==> config.mk <==
export PLATFORM = sky130hd
export DESIGN_NAME = dnc_window
export DESIGN_NICKNAME = d
export VERILOG_FILES = /design/src/design/dnc_pkg.sv /design/src/design/dnc_window.sv
export SDC_FILE = /design/constraint.sdc
export NUM_CORES = 1
export LEC_CHECK = 0
export BUFFER_PORTS_ARGS = -buffer_cell sky130_fd_sc_hd__buf_2
export CORE_UTILIZATION = 60
export CTS_BUF_LIST = sky130_fd_sc_hd__clkbuf_4
export DETAILED_ROUTE_END_ITERATION = 6
export PLACE_DENSITY = 0.78
export SYNTH_ARGS = -nofsm -noshare
export SYNTH_HDL_FRONTEND = slang
export SYNTH_SLANG_ARGS = --single-unit
==> constraint.sdc <==
create_clock -name clk -period 38.9 [get_ports clk]
set_clock_uncertainty 0.05 [all_clocks]
set_input_delay 5.835 -clock clk [delete_from_list [all_inputs] [get_ports clk]]
set_output_delay 5.835 -clock clk [all_outputs]
set_load 0.1 [all_outputs]
==> src/design/dnc_pkg.sv <==
// Shared types and constants for the despeckle neighbour clamp block.
// No dependencies; used by dnc_window, the top level and the checker.
package dnc_pkg;

  localparam int CHAN_W   = 8;     // bits per channel
  localparam int NUM_CHAN = 4;     // channel fields on the ports
  localparam int COL_W    = 12;    // position counter width
  localparam int CFG_W    = 13;    // width of a dimension register
  localparam int COL_SPAN = 4096;  // columns reachable by the counter
  localparam int DIM_MIN  = 3;     // smallest width or height
  localparam int ROW_MAX  = 4096;  // largest height

  localparam logic [CFG_W-1:0] LINE_WIDTH_RST   = 13'd640;
  localparam logic [CFG_W-1:0] FRAME_HEIGHT_RST = 13'd480;

  // Register index, taken from paddr[2].
  localparam logic REG_LINE_WIDTH   = 1'b0;
  localparam logic REG_FRAME_HEIGHT = 1'b1;

  typedef struct packed {
    logic              frame_start;
    logic [CHAN_W-1:0] in_chan0;
    logic [CHAN_W-1:0] in_chan1;
    logic [CHAN_W-1:0] in_chan2;
    logic [CHAN_W-1:0] in_chan3;
  } dnc_in_t;

  typedef struct packed {
    logic [CHAN_W-1:0] out_chan0;
    logic [CHAN_W-1:0] out_chan1;
    logic [CHAN_W-1:0] out_chan2;
    logic [CHAN_W-1:0] out_chan3;
    logic [COL_W-1:0]  out_col;
    logic [COL_W-1:0]  out_row;
    logic              frame_done;
  } dnc_out_t;

endpackage

==> src/design/dnc_window.sv <==
// 3x3 window registers and the per-channel neighbour min/max clamp.
// Depends on dnc_pkg; instantiated by despeckle_neighbor_clamp_core.
module dnc_window #(
  parameter int CHANNELS = 3
) (
  input  logic                                    clk,
  input  logic                                    rst,
  input  logic                                    shift,
  input  logic [CHANNELS-1:0][dnc_pkg::CHAN_W-1:0] top,
  input  logic [CHANNELS-1:0][dnc_pkg::CHAN_W-1:0] mid,
  input  logic [CHANNELS-1:0][dnc_pkg::CHAN_W-1:0] cur,
  output logic [CHANNELS-1:0][dnc_pkg::CHAN_W-1:0] clamped
);

  // win[0..2]: column x-2 (top, mid, bottom); win[3..5]: column x-1.
  logic [5:0][CHANNELS-1:0][dnc_pkg::CHAN_W-1:0] win;

  always_ff @(posedge clk) begin
    if (rst) begin
      win <= '0;
    end else if (shift) begin
      win[0] <= win[3];
      win[1] <= win[4];
      win[2] <= win[5];
      win[3] <= top;
      win[4] <= mid;
      win[5] <= cur;
    end
  end

  always_comb begin
    logic [7:0][dnc_pkg::CHAN_W-1:0] nb;
    logic [dnc_pkg::CHAN_W-1:0]      lo;
    logic [dnc_pkg::CHAN_W-1:0]      hi;
    logic [dnc_pkg::CHAN_W-1:0]      ctr;
    for (int k = 0; k < CHANNELS; k++) begin
      nb[0] = win[0][k];
      nb[1] = win[1][k];
      nb[2] = win[2][k];
      nb[3] = win[3][k];
      nb[4] = win[5][k];
      nb[5] = top[k];
      nb[6] = mid[k];
      nb[7] = cur[k];
      lo = nb[0];
      hi = nb[0];
      for (int i = 1; i < 8; i++) begin
        if (nb[i] < lo) lo = nb[i];
        if (nb[i] > hi) hi = nb[i];
      end
      ctr = win[4][k];
      if (ctr < lo) ctr = lo;
      if (ctr > hi) ctr = hi;
      clamped[k] = ctr;
    end
  end

endmodule

# == Yosys cells after proc, flatten, opt, wreduce, memory -nomap -nowiden ==
# Index checks and enable logic that the tools add are counted.
# W data, S select, Z words.
# word_totals
register_bits,144
input_bits,75
output_inout_bits,24
# classes
magnitude_cmp,48
n_mux,48
# op_table
operator,count
$mux W8,48
$gt A8 B8 Y1,24
$lt A8 B8 Y1,24

# == Depth between registers and ports, before layout ==
# logic_depth
word_depth,18
depth_mapped,94

# == Worst setup path after synthesis ==
# No wires, ideal clock.
# synth_timing
kind,register to output
from,register win[1] (netlist name)
to,output clamped[2] (netlist name)
arrival_time_ns,18.107
required_time_ns,33.015
setup_slack_ns,14.908
stages_incl_launch_ff,88
cell_sequence,dfxtp_1 > inv_1 > ha_1 > nor2b_1 > o21a_1 > o21a_1 > o21bai_4 > nand2_2 > mux2i_1 > ha_1 > a21o_1 > a21o_1 > a21o_1 > or2_2 > o32a_1 > nand2_1 > clkbuf_1 > nand2_1 > [... 52 more ...] > ha_1 > a21o_1 > a21o_1 > a21oi_1 > nand2_1 > o31ai_4 > mux2i_1 > inv_1 > ha_1 > o21ai_0 > nand2b_1 > a21oi_1 > o21ai_0 > o21ai_0 > clkbuf_1 > nand3_1 > mux2i_1 > a211oi_1
# synth_rtl
element,line,rtl
start: declaration,dnc_window.sv:16,logic [5:0][CHANNELS-1:0][dnc_pkg::CHAN_W-1:0] win;
end: declaration,dnc_window.sv:12,output logic [CHANNELS-1:0][dnc_pkg::CHAN_W-1:0] clamped

==> impl_metrics.tcl <==
set metrics [dict create \
    cts_tree "built" \
    synth_edf_count 0 \
    placed_cells 2929 \
    ys_seq_elements 144 \
    instances_no_fill 2961 \
    hold_path.class "reg2reg" \
    die_area_sq_um 33200 \
    timing.final.max_slew_violations 0 \
    cap_viol_max_count 0 \
    ys.warnings.count 0 \
    ys_async_sr_fraction_pct 0 \
    seq_area_frac_synth_pct 14.8 \
    largestRegisters "win (144)" \
    clock-root-buffer "clkbuf_4" \
    grt_antenna_before_repair 1 \
    cts_buffers 17 \
    area_growth_pct 4.98 \
    final_layout_size_suffix_gt1_share_pct 11.3 \
    nets 2888 \
    fp-row-count 65 \
    drtPass1Iterations 6 \
    cts.sinks 144 \
    die_x_um 182 \
    grt_pass1_wl_um 91200 \
    chipHeight_um 182 \
    post-route-drc-count 0 \
    grt_pass1_vias 18300 \
    grt_max_degree 85 \
    slew_headroom_pct 21.0 \
    vias 18900 \
    cts.hold.buffers_added 0 \
    final.setup.tns_ns 0 \
    dp.final_hpwl_um 44700 \
    cts.clk_slew.worst_paths_ns 0.15 \
    layout_common_cells "nor2_1 (293), mux2i_1 (284), ha_1 (267)" \
    crit_fanout 13 \
    grt_overflow 0 \
    status "completed" \
    ios 99 \
    min_period_over_period_pct 65.6 \
    design.core.area_sq_um 31700 \
    insertion_delay_ns 0.61 \
    worst_pin_slew_ns 1.17 \
    drt_iter0_markers 1424 \
    cp.arrival_ns 19.65 \
    cp_data_required_time_ns 33.01 \
    htree_levels 4 \
    crit_family "compound AO/OA/AOI/OAI gates" \
    cpMaxStageDelayCell "o21ai_0" \
    clk_path_buf_depth 2 \
    track_usage_pct 33.7 \
    fin_crit_ns 25.53 \
    crit_path_start_kind "flip-flop" \
    cpPeakStageDelay_ns 0.93 \
    cts-resized-gates 0 \
    top_register "win" \
    largest_reg_flops 144 \
    crit_top_cell "a21o_1" \
    synth_flop_cell "dfxtp_1" \
    hold_violations 0 \
    path_buf_inv 9 \
    syn_nets 2863 \
    start_util_pct 61.4 \
    syn-cell-area_sq_um 19500 \
    final_common_cell "nor2_1" \
    fmax_mhz 39.2 \
    portBuffers 98 \
    crit_type "reg2out" \
    avgSynthCellArea_sq_um 7.73 \
    routed_via_density 6.39 \
    wl_per_cell_um 19.1 \
    netlist_instances 2521 \
    setup_viol 0 \
    detail-route-antenna-nets 0 \
    postRouteWirelength_um 56600 \
    place_congestion 0.986 \
    synth_cell_type_count 103 \
    rsz0062_at_grt "false" \
    setup.worst_path.end_class "output port" \
    cts_setup_buffers 0 \
]
==> final cells by class <==
type	instances	area, sq um
antenna	1	2.50
sequential	144	2880
timing repair buffer	101	524
inverter	264	991
fill	2831	11300
multi-input combinational	2018	15200
clock buffer	17	128
clock inverter	14	196
tap	402	503
==> per-stage QoR <==
step	utilization, %	instance area [sq um]	setup slack, ns	hold WS (ns)
3_5_place_dp	63.4	20100	14.37	0.468
2_1_floorplan	-	19500	14.91	0.430
4_1_cts	64.5	20400	13.62	0.495
3_3_place_gp	63.4	20100	14.91	0.449
6_report	64.5	20400	13.37	0.491
5_1_grt	64.5	20400	11.61	0.521
==> metal layers <==
layer | global-route usage (%) | wire, um | up-vias
li1 | - | - | 9188
met1 | 42.1 | 24300 | 8841
met2 | 57.7 | 26300 | 716
met3 | 3.65 | 3530 | 173
met4 | 16.4 | 2450 | 0
met5 | 0 | 0 | -
==> worst reg2reg max path, stage by stage (launching register included) <==
cell and delay (ns):
dfxtp_1 0.79, mux2i_1 0.19, nor2_1 0.14
==> path summary, 6_finish.rpt <==
path | start | to | slack [ns] | cells after the start
worst max-delay path | win[1] | clamped[6] | 13.37 | 80
worst max register to register | win[74] | win[74] | 37.67 | 2
worst min register to register | win[23] | win[23] | 0.49 | 2
worst min-delay path | win[23] | win[23] | 0.49 | 2
==> cells in the mapped netlist, types with 7 or more instances <==
cell | instances | area, sq um
and4_1 | 12 | 105
nand4_1 | 26 | 163
mux2i_1 | 284 | 2840
nand2b_1 | 32 | 200
maj3_2 | 7 | 78.8
maj3_1 | 28 | 280
a21oi_1 | 160 | 801
o21bai_1 | 7 | 52.6
ha_1 | 267 | 3340
a31oi_1 | 22 | 138
xnor2_1 | 12 | 105
a22oi_1 | 9 | 67.6
nor2_1 | 293 | 1100
or2_2 | 10 | 62.6
and3_1 | 17 | 106
nor2b_1 | 36 | 225
dfxtp_1 | 144 | 2880
nand2_1 | 144 | 541
mux2_2 | 80 | 901
o211ai_1 | 13 | 97.6
o31ai_1 | 9 | 67.6
o21a_1 | 28 | 210
buf_1 | 13 | 48.8
inv_1 | 263 | 987
nand3_1 | 53 | 265
or3_1 | 8 | 50.1
clkbuf_1 | 72 | 270
o21ai_0 | 150 | 751
a221o_1 | 11 | 110
a21o_1 | 65 | 488
o22ai_1 | 10 | 62.6
a31o_2 | 10 | 87.6
a211oi_1 | 26 | 195
o221ai_1 | 8 | 70.1
a21oi_2 | 7 | 61.3
nor3_1 | 21 | 105
and2_1 | 9 | 56.3
==> cells by family (layout without fill, tap and decap cells) <==
| group | after synthesis | in the layout | synth area share, % |
|---|---|---|---|
| adder cells (fa/ha/maj) | 302 | 302 | 19.0 |
| other | 0 | 1 | 0 |
| buffers and inverters | 359 | 396 | 7.06 |
| XOR/XNOR | 16 | 16 | 0.719 |
| AND/OR/NAND/NOR | 689 | 689 | 16.5 |
| flip-flops | 144 | 144 | 14.8 |
| multiplexers | 368 | 368 | 19.5 |
| AO/OA/AOI/OAI | 643 | 643 | 22.4 |
Power is left out: the tool's default activity adds up to more than one toggle a clock period on the data nets, which glitch-free logic cannot reach.
